`config.mk`:
```
export PLATFORM = sky130hd
export DESIGN_NAME = masked_patch_distance_unit
export DESIGN_NICKNAME = d
export VERILOG_FILES = /design/src/mpd_pkg.sv /design/src/mpd_front.sv /design/src/mpd_queue.sv /design/src/mpd_div.sv /design/src/mpd_back.sv /design/src/masked_patch_distance_unit.sv
export SDC_FILE = /design/constraint.sdc
export NUM_CORES = 1
export LEC_CHECK = 0
export BUFFER_PORTS_ARGS = -buffer_cell sky130_fd_sc_hd__buf_2
export CORE_MARGIN = 3
export CORE_UTILIZATION = 45
export DETAILED_ROUTE_END_ITERATION = 8
export MAX_ROUTING_LAYER = met4
export PLACE_DENSITY = 0.6
export SYNTH_ARGS = -nofsm -noshare
export SYNTH_HDL_FRONTEND = slang
export SYNTH_SLANG_ARGS = --single-unit
```
`constraint.sdc`:
```
create_clock -name clk_i -period 8.2 [get_ports clk_i]
set_input_delay 0.82 -clock clk_i [delete_from_list [all_inputs] [get_ports clk_i]]
set_output_delay 0.82 -clock clk_i [all_outputs]
set_load 0.03 [all_outputs]
```
`src/mpd_pkg.sv`:
```
// shared types, constants and helpers for the masked patch distance unit
// no dependencies; imported by every module of the block
package mpd_pkg;

  localparam int unsigned PIX_W       = 8;
  localparam int unsigned DIST_W      = 31;
  localparam int unsigned SSD_W       = 18;   // three squared byte differences
  localparam int unsigned MAX_SSD     = 195075;
  localparam int unsigned S_TDATA_W   = 80;
  localparam int unsigned S_TUSER_W   = 2;
  localparam int unsigned M_TDATA_W   = 32;
  localparam int unsigned PATCH_W_DEF = 7;
  localparam int unsigned QUEUE_DEPTH_DEF = 4;

  localparam logic [DIST_W-1:0] DIST_MAX = {DIST_W{1'b1}};

  // tuser bit positions
  localparam int unsigned TUSER_A_HOLE = 0;
  localparam int unsigned TUSER_B_HOLE = 1;

  typedef enum logic [1:0] {
    KIND_PIXEL  = 2'd0,
    KIND_A_HOLE = 2'd1,
    KIND_B_HOLE = 2'd2
  } kind_e;

  typedef enum logic [1:0] {
    BK_ACC = 2'd0,
    BK_FIN = 2'd1,
    BK_DIV = 2'd2,
    BK_OUT = 2'd3
  } back_state_e;

  // one classified pixel pair, front to back
  typedef struct packed {
    kind_e             kind;
    logic [SSD_W-1:0]  ssd;
    logic              first;
    logic              row_end;
    logic              ends;
    logic [DIST_W-1:0] cutoff;
  } item_t;

  typedef struct packed {
    logic full;
    logic empty;
  } q_stat_t;

  function automatic logic [2*PIX_W-1:0] sq_diff(input logic [PIX_W-1:0] a,
                                                  input logic [PIX_W-1:0] b);
    logic [PIX_W-1:0] d;
    d = (a >= b) ? (a - b) : (b - a);
    return {{PIX_W{1'b0}}, d} * {{PIX_W{1'b0}}, d};
  endfunction

endpackage

```
`src/mpd_front.sv`:
```
// front end: accepts pixel pairs, tracks row and patch position, classifies
// each pair and computes its squared difference; depends on mpd_pkg
module mpd_front #(
  parameter int unsigned PATCH_W = mpd_pkg::PATCH_W_DEF
) (
  input  logic                           clk_i,
  input  logic                           rst_ni,
  input  logic                           s_tvalid_i,
  output logic                           s_tready_o,
  input  logic [mpd_pkg::S_TDATA_W-1:0]  s_tdata_i,
  input  logic [mpd_pkg::S_TUSER_W-1:0]  s_tuser_i,
  input  logic                           s_tlast_i,
  input  mpd_pkg::q_stat_t               q_stat_i,
  output logic                           push_o,
  output mpd_pkg::item_t                 item_o
);
  import mpd_pkg::*;

  localparam int unsigned AREA  = PATCH_W * PATCH_W;
  localparam int unsigned POS_W = $clog2(AREA);
  localparam int unsigned COL_W = $clog2(PATCH_W);

  logic [POS_W-1:0] pos_q, pos_d;
  logic [COL_W-1:0] col_q, col_d;
  logic             accept;
  logic             last_pos, last_col, ends, row_end;
  logic [PIX_W-1:0] a_blue, a_green, a_red, b_blue, b_green, b_red;
  logic             a_hole, b_hole;

  assign a_blue  = s_tdata_i[7:0];
  assign a_green = s_tdata_i[15:8];
  assign a_red   = s_tdata_i[23:16];
  assign b_blue  = s_tdata_i[31:24];
  assign b_green = s_tdata_i[39:32];
  assign b_red   = s_tdata_i[47:40];
  assign a_hole  = s_tuser_i[TUSER_A_HOLE];
  assign b_hole  = s_tuser_i[TUSER_B_HOLE];

  assign s_tready_o = ~q_stat_i.full;
  assign accept     = s_tvalid_i & ~q_stat_i.full;
  assign push_o     = accept;

  assign last_pos = (pos_q == POS_W'(AREA - 1));
  assign last_col = (col_q == COL_W'(PATCH_W - 1));
  assign ends     = s_tlast_i | last_pos;
  assign row_end  = ends | last_col;

  always_comb begin
    pos_d = pos_q;
    col_d = col_q;
    if (accept) begin
      if (ends) begin
        pos_d = '0;
        col_d = '0;
      end else begin
        pos_d = pos_q + POS_W'(1);
        col_d = last_col ? '0 : col_q + COL_W'(1);
      end
    end
  end

  always_ff @(posedge clk_i or negedge rst_ni) begin
    if (!rst_ni) begin
      pos_q <= '0;
      col_q <= '0;
    end else begin
      pos_q <= pos_d;
      col_q <= col_d;
    end
  end

  always_comb begin
    if (b_hole) begin
      item_o.kind = KIND_B_HOLE;
    end else if (a_hole) begin
      item_o.kind = KIND_A_HOLE;
    end else begin
      item_o.kind = KIND_PIXEL;
    end
    item_o.ssd     = SSD_W'(sq_diff(a_blue, b_blue)) + SSD_W'(sq_diff(a_green, b_green))
                   + SSD_W'(sq_diff(a_red, b_red));
    item_o.first   = (pos_q == '0);
    item_o.row_end = row_end;
    item_o.ends    = ends;
    item_o.cutoff  = s_tdata_i[78:48];
  end

endmodule

```
`src/mpd_queue.sv`:
```
// small queue of classified items between front and back
// depends on mpd_pkg
module mpd_queue #(
  parameter int unsigned DEPTH = mpd_pkg::QUEUE_DEPTH_DEF
) (
  input  logic             clk_i,
  input  logic             rst_ni,
  input  logic             push_i,
  input  mpd_pkg::item_t   wr_item_i,
  input  logic             pop_i,
  output mpd_pkg::item_t   rd_item_o,
  output mpd_pkg::q_stat_t stat_o
);
  import mpd_pkg::*;

  localparam int unsigned PTR_W = (DEPTH > 1) ? $clog2(DEPTH) : 1;
  localparam int unsigned CNT_W = $clog2(DEPTH + 1);

  item_t            mem_q [DEPTH];
  logic [PTR_W-1:0] wr_ptr_q, rd_ptr_q;
  logic [CNT_W-1:0] cnt_q;

  assign stat_o.full  = (cnt_q == CNT_W'(DEPTH));
  assign stat_o.empty = (cnt_q == '0);
  assign rd_item_o    = mem_q[rd_ptr_q];

  always_ff @(posedge clk_i) begin
    if (push_i) begin
      mem_q[wr_ptr_q] <= wr_item_i;
    end
  end

  always_ff @(posedge clk_i or negedge rst_ni) begin
    if (!rst_ni) begin
      wr_ptr_q <= '0;
      rd_ptr_q <= '0;
      cnt_q    <= '0;
    end else begin
      if (push_i) begin
        wr_ptr_q <= (wr_ptr_q == PTR_W'(DEPTH - 1)) ? '0 : wr_ptr_q + PTR_W'(1);
      end
      if (pop_i) begin
        rd_ptr_q <= (rd_ptr_q == PTR_W'(DEPTH - 1)) ? '0 : rd_ptr_q + PTR_W'(1);
      end
      if (push_i && !pop_i) begin
        cnt_q <= cnt_q + CNT_W'(1);
      end else if (pop_i && !push_i) begin
        cnt_q <= cnt_q - CNT_W'(1);
      end
    end
  end

endmodule

```
`src/mpd_div.sv`:
```
// restoring divider, one quotient bit per cycle
// depends on mpd_pkg only through the shared import convention
module mpd_div #(
  parameter int unsigned NUM_W = 29,
  parameter int unsigned DEN_W = 6
) (
  input  logic             clk_i,
  input  logic             rst_ni,
  input  logic             start_i,
  input  logic [NUM_W-1:0] num_i,
  input  logic [DEN_W-1:0] den_i,
  output logic             done_o,
  output logic [NUM_W-1:0] quo_o
);
  import mpd_pkg::*;

  localparam int unsigned CNT_W = $clog2(NUM_W);

  logic             busy_q, done_q;
  logic [CNT_W-1:0] cnt_q;
  logic [DEN_W-1:0] rem_q, den_q;
  logic [NUM_W-1:0] quo_q;
  logic [DEN_W:0]   rem_sh, rem_sub;
  logic             ge;

  assign rem_sh  = {rem_q, quo_q[NUM_W-1]};
  assign ge      = (rem_sh >= {1'b0, den_q});
  assign rem_sub = rem_sh - {1'b0, den_q};

  always_ff @(posedge clk_i or negedge rst_ni) begin
    if (!rst_ni) begin
      busy_q <= 1'b0;
      done_q <= 1'b0;
      cnt_q  <= '0;
    end else begin
      done_q <= 1'b0;
      if (start_i) begin
        busy_q <= 1'b1;
        cnt_q  <= '0;
      end else if (busy_q) begin
        cnt_q <= cnt_q + CNT_W'(1);
        if (cnt_q == CNT_W'(NUM_W - 1)) begin
          busy_q <= 1'b0;
          done_q <= 1'b1;
        end
      end
    end
  end

  // numerator shifts out the top while quotient bits shift in at the bottom
  always_ff @(posedge clk_i) begin
    if (start_i) begin
      rem_q <= '0;
      den_q <= den_i;
      quo_q <= num_i;
    end else if (busy_q) begin
      rem_q <= ge ? rem_sub[DEN_W-1:0] : rem_sh[DEN_W-1:0];
      quo_q <= {quo_q[NUM_W-2:0], ge};
    end
  end

  assign done_o = done_q;
  assign quo_o  = quo_q;

endmodule

```
`src/mpd_back.sv`:
```
// back end: accumulates classified items, applies the hole and cutoff rules,
// scales the sum and holds the result register; depends on mpd_pkg, mpd_div
module mpd_back #(
  parameter int unsigned PATCH_W = mpd_pkg::PATCH_W_DEF
) (
  input  logic                       clk_i,
  input  logic                       rst_ni,
  input  mpd_pkg::item_t             item_i,
  input  mpd_pkg::q_stat_t           q_stat_i,
  output logic                       pop_o,
  output logic                       m_tvalid_o,
  input  logic                       m_tready_i,
  output logic [mpd_pkg::DIST_W-1:0] distance_o
);
  import mpd_pkg::*;

  localparam int unsigned AREA   = PATCH_W * PATCH_W;
  localparam longint      SUM_MAX = longint'(AREA) * longint'(MAX_SSD);
  localparam int unsigned SUM_W  = $clog2(SUM_MAX + 1);
  localparam int unsigned NUM_W  = $clog2(SUM_MAX * longint'(AREA) + 1);
  localparam int unsigned HCNT_W = $clog2(AREA + 1);

  back_state_e       st_q, st_d;
  logic [SUM_W-1:0]  sum_q, sum_c;
  logic [HCNT_W-1:0] hcnt_q, hcnt_c;
  logic              dec_q, dec_c;
  logic [DIST_W-1:0] dval_q, dval_c, cut_q, cut_c;
  logic [DIST_W-1:0] res_q, m_data_q;
  logic              m_vld_q;
  logic              out_free, too_many_holes;
  logic              div_start, div_done, load_out;
  logic [NUM_W-1:0]  div_num, div_quo;
  logic [HCNT_W-1:0] div_den;

  assign out_free       = ~m_vld_q | m_tready_i;
  assign too_many_holes = (hcnt_q > HCNT_W'(PATCH_W));
  assign div_num        = NUM_W'(sum_q) * NUM_W'(AREA);
  assign div_den        = HCNT_W'(AREA) - hcnt_q;

  mpd_div #(
    .NUM_W(NUM_W),
    .DEN_W(HCNT_W)
  ) u_div (
    .clk_i  (clk_i),
    .rst_ni (rst_ni),
    .start_i(div_start),
    .num_i  (div_num),
    .den_i  (div_den),
    .done_o (div_done),
    .quo_o  (div_quo)
  );

  // next state
  always_comb begin
    st_d = st_q;
    unique case (st_q)
      BK_ACC: if (pop_o && item_i.ends) st_d = BK_FIN;
      BK_FIN: st_d = (dec_q || too_many_holes) ? BK_OUT : BK_DIV;
      BK_DIV: if (div_done) st_d = BK_OUT;
      BK_OUT: if (out_free) st_d = BK_ACC;
      default: st_d = BK_ACC;
    endcase
  end

  // state outputs
  always_comb begin
    pop_o     = (st_q == BK_ACC) & ~q_stat_i.empty;
    div_start = (st_q == BK_FIN) & ~dec_q & ~too_many_holes;
    load_out  = (st_q == BK_OUT) & out_free;
  end

  // per-item accumulation and early decisions
  always_comb begin
    cut_c  = item_i.first ? item_i.cutoff : cut_q;
    sum_c  = sum_q;
    hcnt_c = hcnt_q;
    dec_c  = dec_q;
    dval_c = dval_q;
    if (!dec_q) begin
      unique case (item_i.kind)
        KIND_B_HOLE: begin
          dec_c  = 1'b1;
          dval_c = DIST_MAX;
        end
        KIND_A_HOLE: hcnt_c = hcnt_q + HCNT_W'(1);
        KIND_PIXEL:  sum_c  = sum_q + SUM_W'(item_i.ssd);
        default: ;
      endcase
      if (!dec_c && item_i.row_end && (DIST_W'(sum_c) >= cut_c)) begin
        dec_c  = 1'b1;
        dval_c = cut_c;
      end
    end
  end

  always_ff @(posedge clk_i or negedge rst_ni) begin
    if (!rst_ni) begin
      st_q    <= BK_ACC;
      sum_q   <= '0;
      hcnt_q  <= '0;
      dec_q   <= 1'b0;
      dval_q  <= '0;
      cut_q   <= '0;
      m_vld_q <= 1'b0;
    end else begin
      st_q <= st_d;
      if (pop_o) begin
        sum_q  <= sum_c;
        hcnt_q <= hcnt_c;
        dec_q  <= dec_c;
        dval_q <= dval_c;
        cut_q  <= cut_c;
      end else if (load_out) begin
        sum_q  <= '0;
        hcnt_q <= '0;
        dec_q  <= 1'b0;
        dval_q <= '0;
        cut_q  <= '0;
      end
      if (load_out) begin
        m_vld_q <= 1'b1;
      end else if (m_tready_i) begin
        m_vld_q <= 1'b0;
      end
    end
  end

  always_ff @(posedge clk_i) begin
    if (st_q == BK_FIN) begin
      res_q <= dec_q ? dval_q : DIST_MAX;
    end else if (st_q == BK_DIV && div_done) begin
      res_q <= DIST_W'(div_quo);
    end
    if (load_out) begin
      m_data_q <= res_q;
    end
  end

  assign m_tvalid_o = m_vld_q;
  assign distance_o = m_data_q;

endmodule

```
`src/masked_patch_distance_unit.sv`:
```
// Masked sum-of-squared-differences distance between two PATCH_W x PATCH_W
// colour patches, fed one pixel pair per transaction in raster order with
// tlast on the final pair. Pixel pairs are taken one per cycle, while the
// queue is not full, into a short queue; the back end folds one queued pair
// per cycle into the running sum while the queue holds pairs, and after the
// patch's final pair it applies the hole and cutoff rules, then, unless they
// have decided the result, runs the bit-serial divider (NUM_W bits: 29 at
// PATCH_W = 7, 31 at PATCH_W = 9) that scales the sum by area over unmarked
// area, and then loads the output register once it is free. While it
// divides, the next patch's pairs fill the queue until it is full.
// depends on mpd_pkg, mpd_front, mpd_queue, mpd_back
module masked_patch_distance_unit #(
  parameter int unsigned PATCH_W     = mpd_pkg::PATCH_W_DEF,
  parameter int unsigned QUEUE_DEPTH = mpd_pkg::QUEUE_DEPTH_DEF
) (
  input  logic                          clk_i,
  input  logic                          rst_ni,
  input  logic                          s_tvalid_i,
  output logic                          s_tready_o,
  // a_blue, a_green, a_red, b_blue, b_green, b_red, cutoff, zero pad
  input  logic [mpd_pkg::S_TDATA_W-1:0] s_tdata_i,
  // a_in_hole, b_in_hole
  input  logic [mpd_pkg::S_TUSER_W-1:0] s_tuser_i,
  input  logic                          s_tlast_i,
  output logic                          m_tvalid_o,
  input  logic                          m_tready_i,
  // distance, zero pad
  output logic [mpd_pkg::M_TDATA_W-1:0] m_tdata_o
);
  import mpd_pkg::*;

  logic              push, pop;
  item_t             wr_item, rd_item;
  q_stat_t           q_stat;
  logic [DIST_W-1:0] distance;

  mpd_front #(
    .PATCH_W(PATCH_W)
  ) u_front (
    .clk_i     (clk_i),
    .rst_ni    (rst_ni),
    .s_tvalid_i(s_tvalid_i),
    .s_tready_o(s_tready_o),
    .s_tdata_i (s_tdata_i),
    .s_tuser_i (s_tuser_i),
    .s_tlast_i (s_tlast_i),
    .q_stat_i  (q_stat),
    .push_o    (push),
    .item_o    (wr_item)
  );

  mpd_queue #(
    .DEPTH(QUEUE_DEPTH)
  ) u_queue (
    .clk_i    (clk_i),
    .rst_ni   (rst_ni),
    .push_i   (push),
    .wr_item_i(wr_item),
    .pop_i    (pop),
    .rd_item_o(rd_item),
    .stat_o   (q_stat)
  );

  mpd_back #(
    .PATCH_W(PATCH_W)
  ) u_back (
    .clk_i     (clk_i),
    .rst_ni    (rst_ni),
    .item_i    (rd_item),
    .q_stat_i  (q_stat),
    .pop_o     (pop),
    .m_tvalid_o(m_tvalid_o),
    .m_tready_i(m_tready_i),
    .distance_o(distance)
  );

  assign m_tdata_o = {{(M_TDATA_W - DIST_W){1'b0}}, distance};

  // back end never reads an empty queue
  a_pop_nonempty: assert property (@(posedge clk_i) disable iff (!rst_ni)
    pop |-> !q_stat.empty)
    else $error("queue popped while empty");

  // front end never writes a full queue
  a_push_notfull: assert property (@(posedge clk_i) disable iff (!rst_ni)
    push |-> !q_stat.full)
    else $error("queue pushed while full");

  // after a patch's final pair the back end stops taking items to finish it
  a_patch_end_stall: assert property (@(posedge clk_i) disable iff (!rst_ni)
    (pop && rd_item.ends) |=> !pop)
    else $error("item taken while finishing a patch");

endmodule
```
; ---- After elaboration in Yosys (flattened, before gate mapping)
; Memories as Yosys holds them, arrays and structs flattened.
; Index checks and enable logic that the tools add are counted.
; W data, S select, Z words.
[word_totals]
mem_count = 1
mem_bits_rw = 216
wordCells = 160
reg_bits = 222
out_inout_bits = 34
[memory_table]
columns = memory, words, width, rd, rd_clocked_by_memory_dff, write_ports, line_no
row1 = u_queue.mem_q, 4, 54, 1, 0, 1, mpd_queue.sv:19  ; item_t mem_q [DEPTH];
[op_classes]
bitwise = 13
n_reduce_logical = 23
mul = 4
order_cmp = 6
addsub = 19
eq_ne = 17
mux = 57
[op_table]
columns = op, n
row1 = $mux W31, 10
row2 = $mux W24, 5
row3 = $mux W29, 2
row4 = $mul A8 B8 Y16, 3
row5 = $sub A8 B8 Y8, 6
row6 = $mux W6, 6
row7 = $ge A24 B31 Y1, 1
row8 = $mul A24 B6 Y29 const B, 1
row9 = $add A24 B18 Y24, 1
row10 = $ge A8 B8 Y1, 3
row11 = $mux W8, 3
row12 = $add A18 B16 Y18, 1
row13 = $mux W1, 18
row14 = $add A16 B16 Y17, 1
row15 = $add A6 B1 Y6 const B, 2
row16 = $mux W2, 6
row17 = $mux W3, 4
row18 = $eq A2 B2 Y1 const B, 5
row19 = $mux W5, 2
row20 = $reduce_bool A2 Y1, 5
row21 = $reduce_and A3 Y1, 3
row22 = $pmux W2 S4, 1
row23 = $ge A7 B6 Y1, 1
row24 = $add A3 B1 Y3 const B, 2
row25 = 23 further kinds, 47

; ---- Depth between registers and ports, before layout
; Gate-level depths: netlist (run 1).
; An unclocked memory read counts as a cell.
[logic_depth]
ltp_word = 10
depth_mapped = 44
ltp_nobuf = 43

; ---- Modules after synthesis
; From an unflattened synthesis (run 1), not the netlist that was laid out.
[hier_totals]
hier_cells = 2544
hier_area_um2 = 29857.4
[modules_own_cells]
columns = mod, n_inst, cells_per_inst, area_per_inst_um2, seq_area_each_um2
row1 = mpd_back, 1, 1067, 10840.4, 4264.1
row2 = mpd_front, 1, 986, 8489.4, 225.2
row3 = mpd_queue, 1, 319, 8207.9, 6661.4
row4 = mpd_div, 1, 170, 2308.5, 1346.3
row5 = masked_patch_distance_unit, 1, 2, 11.3, 0.0

; ---- Worst setup path before layout (run 1)
; No wires, ideal clock.
[synth_path]
path_type = input to register
startpoint = input s_tdata_i[0] (netlist name)
endpoint = memory u_queue.mem_q[0][49] (netlist name) (data pin)
arrival_ns = 10.496
slack_ns = -2.573
stages = 40
t_required_ns = 7.923
path_cell_list = inv_1 ha_1 inv_1 fa_1 a21o_1 a2111oi_4 nor3_1 or3b_1 a41oi_1 nand2_1 xor2_1 clkbuf_1 nand2_1 fa_1 fa_1 inv_1 fa_1 fa_1 [4 not listed] ha_1 a21boi_0 nor2_1 fa_1 inv_1 fa_1 inv_1 fa_1 inv_1 fa_1 inv_1 ha_1 inv_1 o21ai_0 a31o_2 a31oi_1 a21oi_1 xor2_1
[synth_rtl]
columns = element, line_no
row1 = from (decl), masked_patch_distance_unit.sv:21  ; input logic [mpd_pkg::S_TDATA_W-1:0] s_tdata_i,
row2 = to (decl), mpd_queue.sv:19

==> results of run 1 <==
## layout make-up
type | count | area, sq um
Multi-Input combinational cell | 1675 | 16040
Inverter | 385 | 1470
Clock inverter | 22 | 272.8
Fill cell | 5407 | 28640
Sequential cell | 438 | 12500
Tap cell | 846 | 1059
Antenna cell | 1 | 2.502
Timing Repair Buffer | 370 | 2577
Clock buffer | 60 | 1212
## cells in the final DEF (no fill, tap or decap), types with 11 or more instances in the layout
cell | Yosys | layout
inv_2 | 1 | 23
nand2b_1 | 19 | 18
o211ai_1 | 17 | 17
clkbuf_1 | 53 | 12
and3_1 | 17 | 12
buf_4 | 4 | 234
mux2i_1 | 73 | 68
a21oi_1 | 126 | 114
nor2_1 | 130 | 122
and2_1 | 12 | 12
ha_4 | 0 | 26
nand2_1 | 187 | 181
a211oi_1 | 22 | 20
a21oi_2 | 6 | 14
o22a_1 | 29 | 29
a22o_1 | 12 | 12
o21a_1 | 11 | 11
clkbuf_16 | 0 | 45
dfrtp_1 | 119 | 117
mux4_2 | 54 | 54
buf_6 | 1 | 20
edfxtp_1 | 313 | 313
nand3_1 | 56 | 55
nor2b_1 | 13 | 12
xnor2_2 | 2 | 11
fa_1 | 145 | 138
xor2_1 | 42 | 35
xnor2_1 | 60 | 46
nor3_1 | 22 | 20
inv_1 | 384 | 356
a21o_1 | 44 | 44
ha_1 | 281 | 255
nand4_1 | 15 | 15
buf_2 | 11 | 115
o21ai_0 | 122 | 115
## sequential cells by signal, indices dropped and copies added, names as in the netlist, 2 cells and up
signal and count:
u_back.cut_q 31, u_back.distance_o 31, u_front.pos_q 6, u_queue.cnt_q 3
u_back.u_div.cnt_q 5, u_queue.mem_q 216, u_queue.rd_ptr_q 2, u_back.dval_q 31
u_back.sum_q 24, u_back.u_div.rem_q 6, u_back.hcnt_q 6, u_back.u_div.den_q 6
u_back.res_q 31, u_queue.wr_ptr_q 2, u_back.st_q 2, u_front.col_q 3
u_back.u_div.quo_o 29
## cell families after synthesis
logic type | count (synthesis)
other | 1
AOI/OAI and AO/OA | 486
xor gates and xnor gates | 104
buffers and inverters | 458
DFF | 438
adders and majority gates | 426
muxes | 135
and+or+nand+nor | 523
## final timing paths
| check | startpoint | endpoint | slack, ps | cells after the start |
|---|---|---|---|---|
| max | s_tdata_i[0] | u_queue.mem_q[0][51]$_DFFE_PP_ | -1960 | 42 |
| min reg2reg | u_back.res_q[26]$_DFFE_PP_ | u_back.distance_o[26]$_DFFE_PP_ | 420 | 0 |
| min in group clk_i | u_back.res_q[26]$_DFFE_PP_ | u_back.distance_o[26]$_DFFE_PP_ | 420 | 0 |
| min | rst_ni | u_front.pos_q[4]$_DFFE_PN0P_ | 250 | 1 |
| max reg2reg | u_queue.rd_ptr_q[0]$_DFFE_PN0P_ | u_back.dval_q[6]$_DFFE_PN0P_ | 1630 | 21 |
| max in group asynchronous | rst_ni | u_queue.rd_ptr_q[0]$_DFFE_PN0P_ | 6350 | 2 |
## routing by layer
metal  track usage  vias up  share of wire
met5             -        -              0
met4       0.06760        0          0.035
met3       0.02282      113          0.036
met2        0.3480      367           0.49
met1        0.2593     9961           0.44
li1              -     9712              -
## critical path, delay by kind of cell
kind | cells | cell delay [ps]
buf+inv | 13 | 870
xor+xnor | 1 | 220
compound gates | 9 | 1990
fa+ha+maj | 14 | 5990
simple gates | 5 | 690
## stage by stage
stage | instances | hold slack, ps | utilization | instance area [sq um] | TNS (ps)
after floorplan | 2571 | 400.3 | - | 29630 | -74930
after global placement | 3684 | 400.8 | 0.5122 | 32660 | -109870
after detailed placement | 3684 | 404.5 | 0.5122 | 32660 | -117950
after CTS | 3788 | 256.2 | 0.5466 | 34860 | -75190
after global routing | 3797 | 271.7 | 0.5510 | 35140 | -95960
final | 3797 | 247.0 | 0.5510 | 35140 | -79010
## what timing repair did
item,CTS,global route
pin swaps,57,29
gates resized for setup,107,46
hold buffers,0,0
endpoints found under the hold margin,0,0
endpoints found under the setup margin,56,56
setup buffers,24,10
==> flow_metrics.env, run 1 <==
export IMPL_routed_wl_mm=67.67
export IMPL_drc=0
export IMPL_synth_top_area_cell="edfxtp_1"
export IMPL_rsz0062_at_grt="yes"
export IMPL_first_pass_iters=6
export IMPL_die_y_um=261.3
export IMPL_worst_pin_slew_ps=1155
export IMPL_syn_nets=3084
export IMPL_max_clock_freq_mhz=98.43
export IMPL_fin_skew_ps=21.68
export IMPL_area_delta_synth_final_pct=19.84
export IMPL_worstSetupPathType="in2reg"
export IMPL_synth_adder_area_share=0.2189
export IMPL_slowest_delay_ps=540
export IMPL_clockRootBuffer="clkbuf_16"
export IMPL_synth_common_cells="inv_1 (384), edfxtp_1 (313), ha_1 (281)"
export IMPL_place_congestion=0.8803
export IMPL_vias_per_cell=5.308
export IMPL_period_share=1.239
export IMPL_slew_headroom=0.2302
export IMPL_ys_warn_count=0
export IMPL_io_buffers=118
export IMPL_cp_common_cell="fa_1"
export IMPL_syn_avg_cell_area_sq_um=11.40
export IMPL_final_antenna_net_count=0
export IMPL_initial_utilization=0.4598
export IMPL_violations="setup timing"
export IMPL_yosysUniqueCellTypes=91
export IMPL_outcome="finished with violations"
export IMPL_cts_tree="yes"
export IMPL_fin_nets=3427
export IMPL_hold_path_class="in2async"
export IMPL_end_kind="register"
export IMPL_ios=121
export IMPL_synth_top_area_share=0.3206
export IMPL_cts_buffers=44
export IMPL_synth_xor_xnor_area_share=0.03158
export IMPL_dpl_worst_slack_ps=-2589
export IMPL_synth_ff_type="edfxtp_1"
export IMPL_cts_sinks=438
export IMPL_arrival_ps=10580
export IMPL_cp_slowest_cell="fa_1"
export IMPL_finalHoldViolations=0
export IMPL_gr_usage_all_layers=0.2056
export IMPL_clk_latency_ps=560
export IMPL_antenna_found_initial=1
export IMPL_crit_required_ps=8620
export IMPL_drv_cap=0
export IMPL_yosys_area_share_simple=0.08275
export IMPL_synth_edf_count=313
export IMPL_synth_seq_area_share=0.4262
export IMPL_synth_compound_area_frac=0.1110
export IMPL_cp_start_kind="input pin"
export IMPL_synth_area_leaders="edfxtp_1 (32%), ha_1 (12%), dfrtp_1 (10%)"
export IMPL_period_needed_ps=10160
export IMPL_yosys_register_bits=438
export IMPL_row_count=92
export IMPL_clkSlewWorstSetupHoldPaths_ps=60
export IMPL_grt_pass1_vias=20810
export IMPL_cts_max_level=2
export IMPL_setup_violations=56
export IMPL_synth_top_family_by_area="adder cells"
export IMPL_async_reset_ff_frac=0.2717
export IMPL_dp_final_hpwl_mm=51.13
export IMPL_drive_gt1_frac=0.2329
export IMPL_critPathMaxFanout=4
export IMPL_timing_final_ws_setup_ps=-1960
export IMPL_core_area_sq_um=63770
export IMPL_syn_inst=2571
export IMPL_drv_slew=0
export IMPL_drt_iter0_markers=1195
export IMPL_die_area_sq_um=68250
export IMPL_die_w_um=261.3
export IMPL_dr_total_vias=20150
export IMPL_grt_pass1_wl_mm=108.8
export IMPL_synthMuxAreaShare=0.06947
export IMPL_netlist_area_sq_um=29320
export IMPL_grt_max_degree=80
export IMPL_clk_path_buf_depth=3
export IMPL_yosysMostFrequentCell="inv_1"
export IMPL_grt_ovfl_total=0
export IMPL_routedWlPerCell_um=17.82
Power of run 1 is left out: the tool's default activity adds up to more than one toggle a clock period on the data nets, which glitch-free logic cannot reach.
==> run 2: changes to the inputs <==
BUFFER_PORTS_ARGS = unset   (was -buffer_cell sky130_fd_sc_hd__buf_2)
CTS_CLUSTER_SIZE = 40   (was unset)
DONT_BUFFER_PORTS = 1   (was unset)
PLACE_DENSITY = 0.59   (was 0.6)
==> run 2 against run 1 <==
Compared with the run above:
- die area unchanged
- core utilization decreased by 1.5 points
- register-to-register slack got worse by 60 ps
- the run still ends with setup timing left
- count of clock-buffer cells in the layout decreased by 12
- sequential share of layout area increased by 1.0 points
- final cell count decreased by 3.8%
==> flow_metrics.env, run 2 (synthesized netlist as in run 1, its figures left out) <==
export IMPL_outcome="finished with violations"
export IMPL_violations="setup timing"
export IMPL_initial_utilization=0.4598
export IMPL_clk_latency_ps=560
export IMPL_period_share=1.212
export IMPL_drt_iter0_markers=1157
export IMPL_worst_pin_slew_ps=1230
export IMPL_drv_slew=0
export IMPL_io_buffers=0
export IMPL_place_congestion=0.9155
export IMPL_clk_path_buf_depth=3
export IMPL_regArea_sq_um=12500
export IMPL_dr_total_vias=19520
export IMPL_period_needed_ps=9940
export IMPL_multiInputGateArea_sq_um=15850
export IMPL_die_w_um=261.3
export IMPL_clkSlewWorstSetupHoldPaths_ps=60
export IMPL_gr_usage_all_layers=0.2058
export IMPL_routed_wl_mm=67.07
export IMPL_regMostFlops="u_queue.mem_q"
export IMPL_cp_common_cell="fa_1"
export IMPL_routedWlPerCell_um=18.37
export IMPL_cp_slowest_cell="fa_2"
export IMPL_clockRootBuffer="clkbuf_16"
export IMPL_finalHoldViolations=0
export IMPL_drv_cap=0
export IMPL_first_pass_iters=7
export IMPL_placed_area_sq_um=31920
export IMPL_grt_pass1_wl_mm=108.8
export IMPL_dp_final_hpwl_mm=51.08
export IMPL_end_kind="register"
export IMPL_largest_reg_flops=216
export IMPL_max_clock_freq_mhz=100.6
export IMPL_row_count=92
export IMPL_antenna_found_initial=0
export IMPL_slew_headroom=0.1797
export IMPL_fin_skew_ps=13.06
export IMPL_hold_path_class="in2async"
export IMPL_grt_ovfl_total=0
export IMPL_grt_max_degree=120
export IMPL_arrival_ps=10290
export IMPL_num_antenna_cells=0
export IMPL_cp_start_kind="input pin"
export IMPL_fin_nets=3284
export IMPL_whs_ps=212.9
export IMPL_cts_max_level=2
export IMPL_cts_buffers=43
export IMPL_vias_per_cell=5.344
export IMPL_slowest_delay_ps=540
export IMPL_drive_gt1_frac=0.1867
export IMPL_die_y_um=261.3
export IMPL_finish_instance_area_sq_um=34160
export IMPL_final_antenna_net_count=0
export IMPL_mostFrequentLayoutCells="inv_1 (357), edfxtp_1 (313), ha_1 (258), buf_4 (215), nand2_1 (184)"
export IMPL_worstSetupPathType="in2reg"
export IMPL_timing_final_ws_setup_ps=-1740
export IMPL_cts_sinks=438
export IMPL_ios=121
export IMPL_die_area_sq_um=68250
export IMPL_setup_violations=52
export IMPL_critPathMaxFanout=6
export IMPL_final_common_cell="inv_1"
export IMPL_area_delta_synth_final_pct=16.52
export IMPL_grt_pass1_vias=20250
export IMPL_nFillCells=5508
export IMPL_drc=0
export IMPL_cts_tree="yes"
export IMPL_core_area_sq_um=63770
export IMPL_crit_required_ps=8550
export IMPL_rsz0062_at_grt="yes"
run 2: changes by cell type in the layout (fill, tap and decap cells not counted), sizes merged:
cell      change
clkbuf       -12
clkinvlp      -5
clkinv       +13
inv           -2
bufinv        +4
diode         -1
buf         -142
run 2: critical path: cells and delay by family:
family / cells / cell delay, ps
and+or+nand+nor: 5 / 810
buffers and inverters: 12 / 660
adders and majority gates: 14 / 5880
AOI/OAI and AO/OA: 10 / 1980
xor gates and xnor gates: 1 / 140
run 2: final timing paths:
| kind | depth (start not counted) | to | slack, ps | startpoint |
|---|---|---|---|---|
| worst max-delay path | 42 | u_queue.mem_q[1][51]$_DFFE_PP_ | -1740 | s_tdata_i[0] |
| worst min-delay path | 1 | u_front.pos_q[4]$_DFFE_PN0P_ | 210 | rst_ni |
| worst max register to register | 21 | u_back.dval_q[22]$_DFFE_PN0P_ | 1570 | u_queue.rd_ptr_q[0]$_DFFE_PN0P_ |
| worst min register to register | 0 | u_back.distance_o[6]$_DFFE_PP_ | 420 | u_back.res_q[6]$_DFFE_PP_ |
| max in group asynchronous | 1 | u_queue.rd_ptr_q[0]$_DFFE_PN0P_ | 7440 | rst_ni |
| min in group clk_i | 0 | u_queue.mem_q[0][9]$_DFFE_PP_ | 350 | s_tdata_i[57] |
run 2: layer usage:
layer  part of all wire  GRT usage  up-vias
met5                  0          -        -
met2               0.50     0.3437      327
met1               0.44     0.2621     9654
met4              0.033    0.06668        0
met3              0.032    0.02553      101
li1                   -          -     9434
run 2: final cells by class:
| cell class | instances | share of cell area |
|---|---|---|
| timing repair buffer | 228 | 0.05226 |
| tap | 846 | 0.03098 |
| inverter | 385 | 0.04303 |
| clock buffer | 48 | 0.03234 |
| multi-input combinational | 1675 | 0.4640 |
| sequential | 438 | 0.3660 |
| clock inverter | 32 | 0.01139 |
run 2: timing repair:
| action | 4_1_cts | 5_1_grt |
|---|---|---|
| gates resized for setup | 68 | 38 |
| hold buffers | 1 | 0 |
| endpoints found under the setup margin | 56 | 56 |
| pin swaps | 34 | 44 |
| cloned | 0 | 0 |
| endpoints found under the hold margin | 119 | 0 |
| buffers inserted | 18 | 10 |
run 2: through the flow:
| stage | utilization | setup WS, ps | cells | TNS, ps |
|---|---|---|---|---|
| 2_1_floorplan | - | -1915 | 2571 | -74930 |
| 3_3_place_gp | 0.5006 | -2206 | 3548 | -98470 |
| 3_5_place_dp | 0.5006 | -2386 | 3548 | -106900 |
| 4_1_cts | 0.5322 | -1709 | 3645 | -65490 |
| 5_1_grt | 0.5357 | -2068 | 3652 | -86890 |
| 6_report | 0.5357 | -1740 | 3652 | -70250 |
Power of run 2 is left out for the same reason.
==> run 3: changes to the inputs <==
BUFFER_PORTS_ARGS = -buffer_cell sky130_fd_sc_hd__buf_2   (was unset)
DONT_BUFFER_PORTS = unset   (was 1)
PLACE_DENSITY = 0.63   (was 0.59)
clock period = 9 ns   (was 8.2 ns; I/O delays follow)
==> run 3 against run 2 <==
Compared with the run above:
- the run still ends with setup timing left
- core utilization rose by 1.4 points
- cell area rose by 2.6%
- first-iteration DRC count barely moved
- final cell count rose by 3.9%
- sequential share of layout area fell by 0.92 points
- critical path depth rose by 3
- register-to-register slack improved by 850 ps
==> flow_metrics.env, run 3 (synthesized netlist as in run 1, its figures left out) <==
export IMPL_outcome="finished with violations"
export IMPL_violations="setup timing"
export IMPL_drive_gt1_frac=0.2293
export IMPL_drv_slew=0
export IMPL_regMostFlops="u_queue.mem_q"
export IMPL_reg2reg_depth=21
export IMPL_mostFrequentLayoutCells="inv_1 (362), edfxtp_1 (313), ha_1 (262), buf_4 (242), nand2_1 (182)"
export IMPL_slew_headroom=0.2626
export IMPL_nFillCells=5412
export IMPL_end_kind="register"
export IMPL_die_area_sq_um=68250
export IMPL_critPathMaxFanout=4
export IMPL_clockRootBuffer="clkbuf_16"
export IMPL_clk_latency_ps=570
export IMPL_grt_max_degree=76
export IMPL_ios=121
export IMPL_crit_required_ps=9350
export IMPL_period_share=1.128
export IMPL_grt_pass1_vias=20800
export IMPL_worst_pin_slew_ps=1106
export IMPL_clkSlewWorstSetupHoldPaths_ps=60
export IMPL_cp_start_kind="input pin"
export IMPL_final_antenna_net_count=0
export IMPL_finalSetupTns_ps=-39210
export IMPL_cts_hold_buf=0
export IMPL_num_antenna_cells=0
export IMPL_cts_max_level=2
export IMPL_final_common_cell="inv_1"
export IMPL_period_needed_ps=10150
export IMPL_rsz0062_at_grt="yes"
export IMPL_fin_skew_ps=10.67
export IMPL_row_count=92
export IMPL_timing_final_ws_setup_ps=-1153
export IMPL_dpl_worst_slack_ps=-1785
export IMPL_first_pass_iters=7
export IMPL_finalHoldViolations=0
export IMPL_grt_ovfl_total=0
export IMPL_clk_path_buf_depth=3
export IMPL_setup_violations=48
export IMPL_dr_total_vias=20160
export IMPL_area_delta_synth_final_pct=19.53
export IMPL_routed_wl_mm=65.89
export IMPL_arrival_ps=10500
export IMPL_cts_buffers=45
export IMPL_reg2reg_to="u_back.dval_q[16]$_DFFE_PN0P_"
export IMPL_grt_pass1_wl_mm=107.5
export IMPL_core_area_sq_um=63770
export IMPL_io_buffers=118
export IMPL_dp_final_hpwl_mm=50.09
export IMPL_cp_slowest_cell="fa_2"
export IMPL_place_congestion=0.8662
export IMPL_worstSetupPathType="in2reg"
export IMPL_drc=0
export IMPL_gr_usage_all_layers=0.2005
export IMPL_cts_sinks=438
export IMPL_fin_nets=3424
export IMPL_r2r_setup_slack_ps=2420
export IMPL_whs_ps=330.3
export IMPL_largest_reg_flops=216
export IMPL_die_y_um=261.3
export IMPL_r2r_start="u_queue.rd_ptr_q[1]$_DFFE_PN0P_"
export IMPL_slowest_delay_ps=550
export IMPL_max_clock_freq_mhz=98.50
export IMPL_antenna_found_initial=0
export IMPL_cts_tree="yes"
export IMPL_hold_path_class="in2async"
export IMPL_die_w_um=261.3
export IMPL_drt_iter0_markers=1158
export IMPL_vias_per_cell=5.313
export IMPL_routedWlPerCell_um=17.37
export IMPL_drv_cap=0
export IMPL_initial_utilization=0.4598
[run 3: cell count changes in the layout (fill, tap and decap cells not counted), moves of 5 or more]
cell      change
a21oi_1       -7
a21oi_2       +7
buf_2       +116
buf_4        +27
clkbuf_1      +6
clkinv_1      -7
inv_1         +5
inv_4         -5
[run 3: critical path: cells and delay by family]
family          cells  cell delay, ps
fa+ha+maj          14            5830
compound gates      8            1650
buf+inv            15             920
simple gates        6             790
xor+xnor            1             260
mux                 1             150
[run 3: worst max path at each step]
stage / startpoint / endpoint / slack, ps / cells after the start
after floorplan: s_tdata_i[0] / u_queue.mem_q[0][51]$_DFFE_PP_ / -1200 / 43
after global placement: s_tdata_i[0] / u_queue.mem_q[0][51]$_DFFE_PP_ / -1710 / 41
after detailed placement: s_tdata_i[0] / u_queue.mem_q[0][49]$_DFFE_PP_ / -1780 / 45
after CTS: s_tdata_i[0] / u_queue.mem_q[1][51]$_DFFE_PP_ / -1070 / 43
after global routing: s_tdata_i[0] / u_queue.mem_q[1][51]$_DFFE_PP_ / -1480 / 42
final: s_tdata_i[0] / u_queue.mem_q[1][51]$_DFFE_PP_ / -1150 / 45
[run 3: timing repair]
action | 4_1_cts | 5_1_grt
pin swaps | 43 | 33
resized for setup | 62 | 60
setup endpoints to repair | 52 | 56
setup buffers | 26 | 9
[run 3: per-stage QoR]
stage               cells    util  area [sq um]
floorplan            2571       -         29570
global placement     3676  0.5102         32540
detailed placement   3676  0.5102         32540
CTS                  3786  0.5438         34680
global route         3794  0.5495         35040
finish               3794  0.5495         35040
[run 3: routing by layer]
| metal | routed length [um] | vias up | GRT usage |
|---|---|---|---|
| li1 | - | 9713 | - |
| met1 | 29060 | 9984 | 0.2570 |
| met2 | 33110 | 376 | 0.3450 |
| met5 | 0 | - | - |
| met4 | 1426 | 0 | 0.04666 |
| met3 | 2286 | 86 | 0.02079 |
[run 3: layout make-up]
class / count / area (sq um) / share of cell area
clock buffers: 57 / 1202 / 0.03431
repair buffers: 366 / 2496 / 0.07123
clock inverters: 27 / 407.9 / 0.01164
well taps: 846 / 1059 / 0.03020
inverters: 385 / 1458 / 0.04159
flip-flops and latches: 438 / 12500 / 0.3567
multi-input cells: 1675 / 15920 / 0.4543
Power of run 3 is left out for the same reason.
